$ cat src/rtl/rdm_pkg.sv
`timescale 1ns / 1ps

package rdm_pkg;

   // request codes
   localparam logic [1:0] REQ_APPEND = 2'd0;
   localparam logic [1:0] REQ_TEXT   = 2'd1;
   localparam logic [1:0] REQ_END    = 2'd2;
   localparam logic [1:0] REQ_CLEAR  = 2'd3;

   // special pattern bytes
   localparam logic [7:0] CH_ANY   = 8'h2E;
   localparam logic [7:0] CH_STAR  = 8'h2A;
   localparam logic [7:0] CH_BLANK = 8'h20;

   typedef struct packed {
      logic [1:0] req_type;
      logic [7:0] symbol;
   } req_payload_type;

   typedef struct packed {
      logic matched;
      logic overflow;
   } rsp_payload_type;

   // handed from one column cell to the next
   typedef struct packed {
      logic go;      // sweep token
      logic match;   // new bit of this column
      logic old;     // bit of this column before the update
      logic lnew;    // new bit of the column to the left
   } rdm_link_type;

endpackage

$ cat src/rtl/regex_dot_star_matcher_unit.sv
`timescale 1ns / 1ps
// Every transaction starts a sweep of a token down MAX_PATTERN+1 column cells, one per cycle.
// An item occupies the block until its token leaves the last cell; the next request can be
// taken in that cycle at the earliest, and an end request also waits for a pending result.
// An end result is registered at acceptance and shown the next cycle. After reset the row
// is armed by one sweep, during which no request is taken.
module regex_dot_star_matcher_unit #(
   parameter int MAX_PATTERN = 32
) (
   input  logic                    clock,
   input  logic                    reset,
   input  logic                    req_valid,
   output logic                    req_ready,
   input  rdm_pkg::req_payload_type req_payload,
   output logic                    rsp_valid,
   input  logic                    rsp_ready,
   output rdm_pkg::rsp_payload_type rsp_payload
);

   localparam int NCELL = MAX_PATTERN + 1;
   localparam int LW    = $clog2(MAX_PATTERN + 1);

   logic [7:0]    pat_ff [MAX_PATTERN];
   logic [LW-1:0] len_ff, len_in;
   logic          ovf_ff, ovf_in;
   logic          busy_ff, busy_in;
   logic          start_ff, start_in;
   logic          arm_ff, arm_in;
   logic [7:0]    c_ff, c_in;
   logic          rsp_valid_ff, rsp_valid_in;
   rdm_pkg::rsp_payload_type rsp_ff;

   rdm_pkg::rdm_link_type link [NCELL+1];
   logic [NCELL-1:0]      row;
   logic                  last_go;
   logic                  req_accept;
   logic                  is_end;
   logic                  room;

   assign last_go    = link[NCELL].go;
   assign is_end     = (req_payload.req_type == rdm_pkg::REQ_END);
   assign req_ready  = (!busy_ff || last_go) && (!rsp_valid_ff || rsp_ready || !is_end);
   assign req_accept = req_valid && req_ready;
   assign room       = (len_ff != LW'(MAX_PATTERN));

   always_comb begin
      len_in       = len_ff;
      ovf_in       = ovf_ff;
      busy_in      = busy_ff && !last_go;
      start_in     = 1'b0;
      arm_in       = arm_ff;
      c_in         = c_ff;
      rsp_valid_in = rsp_valid_ff && !rsp_ready;
      if (req_accept) begin
         busy_in  = 1'b1;
         start_in = 1'b1;
         arm_in   = (req_payload.req_type != rdm_pkg::REQ_TEXT);
         c_in     = arm_in ? rdm_pkg::CH_BLANK : req_payload.symbol;
         unique case (req_payload.req_type)
            rdm_pkg::REQ_APPEND: begin
               if (room) begin
                  len_in = len_ff + LW'(1);
               end else begin
                  ovf_in = 1'b1;
               end
            end
            rdm_pkg::REQ_TEXT: begin
            end
            rdm_pkg::REQ_END: begin
               rsp_valid_in = 1'b1;
            end
            rdm_pkg::REQ_CLEAR: begin
               len_in = '0;
               ovf_in = 1'b0;
            end
            default: begin
            end
         endcase
      end
   end

   always_ff @(posedge clock) begin
      if (reset) begin
         len_ff       <= '0;
         ovf_ff       <= 1'b0;
         busy_ff      <= 1'b1;
         start_ff     <= 1'b1;
         arm_ff       <= 1'b1;
         c_ff         <= rdm_pkg::CH_BLANK;
         rsp_valid_ff <= 1'b0;
      end else begin
         len_ff       <= len_in;
         ovf_ff       <= ovf_in;
         busy_ff      <= busy_in;
         start_ff     <= start_in;
         arm_ff       <= arm_in;
         c_ff         <= c_in;
         rsp_valid_ff <= rsp_valid_in;
      end
   end

   // pattern bytes and the end result need no reset
   always_ff @(posedge clock) begin
      for (int k = 0; k < MAX_PATTERN; k++) begin
         if (req_accept && req_payload.req_type == rdm_pkg::REQ_APPEND &&
             len_ff == LW'(k)) begin
            pat_ff[k] <= req_payload.symbol;
         end
      end
      if (req_accept && is_end) begin
         rsp_ff.matched  <= row[len_ff];
         rsp_ff.overflow <= ovf_ff;
      end
   end

   // column zero: never matches after arming, seeds the start row while arming
   assign link[0].go    = start_ff;
   assign link[0].match = 1'b0;
   assign link[0].old   = arm_ff;
   assign link[0].lnew  = 1'b0;

   for (genvar g = 0; g < NCELL; g++) begin : g_col
      logic [7:0] pc;
      logic [7:0] pp;
      logic       active;

      if (g == 0) begin : g_pc0
         assign pc = rdm_pkg::CH_BLANK;
      end else begin : g_pcn
         assign pc = pat_ff[g-1];
      end
      if (g <= 1) begin : g_pp0
         assign pp = rdm_pkg::CH_BLANK;
      end else begin : g_ppn
         assign pp = pat_ff[g-2];
      end
      assign active = (len_ff >= LW'(g));

      rdm_cell u_cell (
         .clock    (clock),
         .reset    (reset),
         .link_in  (link[g]),
         .link_out (link[g+1]),
         .active   (active),
         .arm      (arm_ff),
         .c        (c_ff),
         .pc       (pc),
         .pp       (pp)
      );

      assign row[g] = link[g+1].match;
   end

   assign rsp_valid   = rsp_valid_ff;
   assign rsp_payload = rsp_ff;

endmodule

$ cat src/rtl/rdm_cell.sv
`timescale 1ns / 1ps

module rdm_cell (
   input  logic                 clock,
   input  logic                 reset,
   input  rdm_pkg::rdm_link_type link_in,
   output rdm_pkg::rdm_link_type link_out,
   input  logic                 active,
   input  logic                 arm,
   input  logic [7:0]           c,
   input  logic [7:0]           pc,
   input  logic [7:0]           pp
);

   logic go_ff;
   logic match_ff, match_in;
   logic old_ff;
   logic lnew_ff;
   logic prev_bit;
   logic hit;
   logic pp_hit;

   always_comb begin
      // arming starts from an empty row
      prev_bit = arm ? 1'b0 : match_ff;
      hit      = (c == pc) || (pc == rdm_pkg::CH_ANY);
      pp_hit   = (c == pp) || (pp == rdm_pkg::CH_ANY);
      priority if (hit) begin
         match_in = link_in.old;
      end else if (pc == rdm_pkg::CH_STAR) begin
         match_in = pp_hit ? (link_in.match | link_in.lnew | prev_bit) : link_in.lnew;
      end else begin
         match_in = 1'b0;
      end
      match_in = match_in & active;
   end

   always_ff @(posedge clock) begin
      if (reset) begin
         go_ff <= 1'b0;
      end else begin
         go_ff <= link_in.go;
      end
   end

   always_ff @(posedge clock) begin
      if (link_in.go) begin
         match_ff <= match_in;
         old_ff   <= prev_bit;
         lnew_ff  <= link_in.match;
      end
   end

   assign link_out.go    = go_ff;
   assign link_out.match = match_ff;
   assign link_out.old   = old_ff;
   assign link_out.lnew  = lnew_ff;

endmodule
$ cat config.mk
export PLATFORM = sky130hd
export DESIGN_NAME = regex_dot_star_matcher_unit
export DESIGN_NICKNAME = d
export VERILOG_FILES = /design/src/rtl/rdm_pkg.sv /design/src/rtl/regex_dot_star_matcher_unit.sv /design/src/rtl/rdm_cell.sv
export SDC_FILE = /design/constraint.sdc
export NUM_CORES = 1
export LEC_CHECK = 0
export BUFFER_PORTS_ARGS = -buffer_cell sky130_fd_sc_hd__buf_4
export CORE_ASPECT_RATIO = 1.4
export CORE_MARGIN = 8
export CORE_UTILIZATION = 34
export CTS_CLUSTER_SIZE = 12
export DETAILED_ROUTE_END_ITERATION = 16
export PLACE_DENSITY = 0.59
export REMOVE_ABC_BUFFERS = 1
export SLEW_MARGIN = 20
export SYNTH_ARGS = -nofsm -noshare
export SYNTH_HDL_FRONTEND = slang
export SYNTH_SLANG_ARGS = --single-unit
$ cat constraint.sdc
create_clock -name clock -period 7.8 [get_ports clock]
set_input_delay 1.56 -clock clock [delete_from_list [all_inputs] [get_ports clock]]
set_output_delay 1.56 -clock clock [all_outputs]
set_load 0.05 [all_outputs]
==> results_dict.tcl <==
set metrics [dict create \
    start_util_pct 34.4 \
    hp-class "reg2reg" \
    cts.sinks 406 \
    synth.avg_cell_area_sq_um 13.4 \
    n_fill_cell 5074 \
    arrival_ns 2.25 \
    grt_pass1_wl_um 71600 \
    gp_congestion 0.799 \
    grt_pass1_vias 11900 \
    die-area_sq_um 61700 \
    cts-resized-gates 0 \
    clockBufferDepth 3 \
    htreeDepth 2 \
    dr.first_iter.drc_count 676 \
    antenna_found_initial 0 \
    routed_wl_um 47700 \
    holdWs_ns 0.463 \
    grt_max_degree 40 \
    worstReg2RegStart "len_ff[0]" \
    relSlewSlack_pct 31.7 \
    worst_r2r_endpoint "pat_ff[0][127]" \
    dr.pass1.iters 5 \
    worstPathMaxFanout 5 \
    seq_area_sq_um 11700 \
    grt.busiest_layer "met2" \
    regToRegSetupSlack_ns 4.83 \
    synth-main-ff-cell "edfxtp_1" \
    vias 11200 \
    clk_latency_ns 0.54 \
    grt_use_met1_pct 16.9 \
    fmax_mhz 262 \
    final_common_cell "edfxtp_1" \
    clk_pin_slew_worst_paths_ns 0.06 \
    reg2regPathDepth 3 \
    status "finished, final reports clean" \
    drive_above_1_share_pct 9.77 \
    yosysWarningCount 0 \
    p_total_mw 4.25 \
    clock_skew_ns 0.0200 \
    cts_tree "built" \
    finalMaxSlewViolations 0 \
    grt.overflow.total 0 \
    dp_hpwl_um 29300 \
    numCtsBuffers 41 \
    worst_pin_slew_ns 1.02 \
    fin_setup_tns_ns 0 \
    fin_crit_sh_pct 48.9 \
    worstSetupPathType "in2out" \
    drt_drc_violations_left 0 \
    cpPeakStageDelay_ns 0.19 \
    rows 100 \
    hold_viol_final 0 \
    vias_per_cell 5.24 \
    async_reset_ff_share_pct 0 \
    fp.dieH_um 291 \
    cellLeakagePower_nw 6.30 \
    layout.nets 1409 \
    fin_crit_ns 3.81 \
    cp_slowest_cell "and2_1" \
    ys_seq_elements 406 \
    track_usage_pct 15.4 \
    diodes 0 \
    die_w_um 212 \
    critical_path.endpoint "req_ready" \
    io_pins 18 \
    synth_cells 1366 \
    core_area_sq_um 53300 \
    worstPathCellList "buf_4 > nand4bb_1 > and2_1 > buf_4" \
    final_cell_mix "354 x edfxtp_1, 205 x xnor2_1, 73 x nor2_1, 66 x nor2b_1, 56 x xor2_1" \
    endpoint_kind "primary output" \
    synth_area_sq_um 18300 \
    area_growth_pct 11.4 \
    rsz0062_at_grt "false" \
    ant_nets 0 \
    crit_start "req_payload[8]" \
    worstSetupStartpointType "input port" \
    required_ns 6.24 \
    vdd_ir_drop_max_uv 166 \
    grtUsageMet3_pct 1.76 \
    drv_cap 0 \
    cp_common_cell "buf_4" \
    ys_types 72 \
    cts_root_buf "clkbuf_16" \
    finalSetupViolations 0 \
    grtUsageMet2_pct 29.0 \
    postCtsSetupRepairBufs 0 \
    multi_input_area_sq_um 6210 \
    p_per_area_nw_per_um2 208 \
    yosysSeqAreaShare_pct 63.6 \
    port_buffers 17 \
    wl_per_cell_um 22.3 \
    cts_hold_buf 0 \
    synth_edf_count 354 \
]
-- cell families (layout without fill, tap and decap cells) --
family | Yosys count | count (layout) | synth area share, %
xor gates and xnor gates | 261 | 261 | 12.5
buffers and inverters | 89 | 146 | 2.54
and+or+nand+nor | 446 | 446 | 14.4
adders and majority gates | 3 | 3 | 0.205
AOI/OAI and AO/OA | 148 | 148 | 5.65
DFF | 406 | 406 | 63.6
muxes | 13 | 13 | 1.12
-- worst max-delay path: cells and delay by family --
kind / cells / cell delay, ns
buffers and inverters: 2 / 0.32
AND/OR/NAND/NOR: 2 / 0.37
-- metrics by stage --
step	setup WS [ns]	area (sq um)	std cells	util, %
after floorplan	4.11	18000	1311	-
after global placement	3.67	19200	2063	36.0
after detailed placement	3.64	19200	2063	36.0
after CTS	3.99	20400	2137	38.3
after global routing	3.94	20400	2137	38.3
final	3.99	20400	2137	38.3
-- synthesized netlist by cell type (5+ instances only) --
library cell | instances | area share, %
xor2_1 | 56 | 2.7
a22oi_1 | 10 | 0.41
or4_1 | 6 | 0.25
o22ai_1 | 16 | 0.55
or4b_1 | 8 | 0.44
nand4b_1 | 20 | 0.96
a31oi_1 | 5 | 0.17
nor3b_1 | 7 | 0.29
nor2b_1 | 66 | 2.3
or2_2 | 19 | 0.65
dfxtp_1 | 52 | 5.7
nand3b_1 | 7 | 0.29
o21ai_0 | 23 | 0.63
edfxtp_1 | 354 | 58
nor4_1 | 21 | 0.72
a211oi_1 | 8 | 0.33
o31ai_1 | 5 | 0.20
nor3_1 | 48 | 1.3
o2bb2ai_1 | 6 | 0.29
mux2i_1 | 7 | 0.38
buf_2 | 15 | 0.41
inv_1 | 34 | 0.70
a21oi_1 | 24 | 0.65
xnor2_1 | 205 | 9.8
nand2b_1 | 9 | 0.31
nor4b_1 | 24 | 1.1
nand2_1 | 48 | 0.98
clkbuf_1 | 13 | 0.27
o311ai_0 | 8 | 0.38
nor2_1 | 73 | 1.5
nand4_1 | 51 | 1.7
buf_4 | 22 | 0.90
and2_1 | 6 | 0.20
a22o_1 | 8 | 0.38
nand3_1 | 11 | 0.30
mux4_2 | 6 | 0.74
or3_1 | 5 | 0.17
-- area by class of cell --
class / count / area share [%]
Inverter: 34 / 0.625
Timing Repair Buffer: 38 / 1.40
Clock inverter: 6 / 0.165
Multi-Input combinational cell: 871 / 30.4
Clock buffer: 68 / 5.88
Sequential cell: 406 / 57.2
Tap cell: 714 / 4.37
-- registers in the layout, summed over array words and instances, names as in the netlist --
register               cells
g_col.u_cell.old_ff       32
ovf_ff                     1
busy_ff                    1
arm_ff                     1
g_col.u_cell.go_ff        33
pat_ff                   256
g_col.u_cell.match_ff     33
c_ff                       8
rsp_valid                  1
len_ff                     6
start_ff                   1
g_col.u_cell.lnew_ff      31
rsp_payload                2
-- worst min-delay path by stage --
stage                                 startpoint                   endpoint  slack (ns)  depth (start not counted)
after floorplan                           ovf_ff             rsp_payload[0]        0.41                          0
after global placement    g_col[31].u_cell.go_ff  g_col[32].u_cell.match_ff        0.46                          0
after detailed placement  g_col[31].u_cell.go_ff  g_col[32].u_cell.match_ff        0.45                          0
after CTS                 g_col[31].u_cell.go_ff  g_col[32].u_cell.match_ff        0.47                          0
after global routing      g_col[31].u_cell.go_ff  g_col[32].u_cell.match_ff        0.48                          0
final                     g_col[31].u_cell.go_ff  g_col[32].u_cell.match_ff        0.46                          0
-- routing by layer --
layer  vias up  routed length (um)
li1       5125                   -
met1      5642               18300
met2       307               25700
met3       121                1720
met4         0                2060
met5         -                   0
-- where the power goes --
| group | switching, mW | leakage, nW | internal, mW |
|---|---|---|---|
| clock | 0.790 | 0.599 | 1.05 |
| sequential | 0.00198 | 3.84 | 2.35 |
| combinational | 0.0452 | 1.86 | 0.00614 |
(Power assumes the default switching activity.)
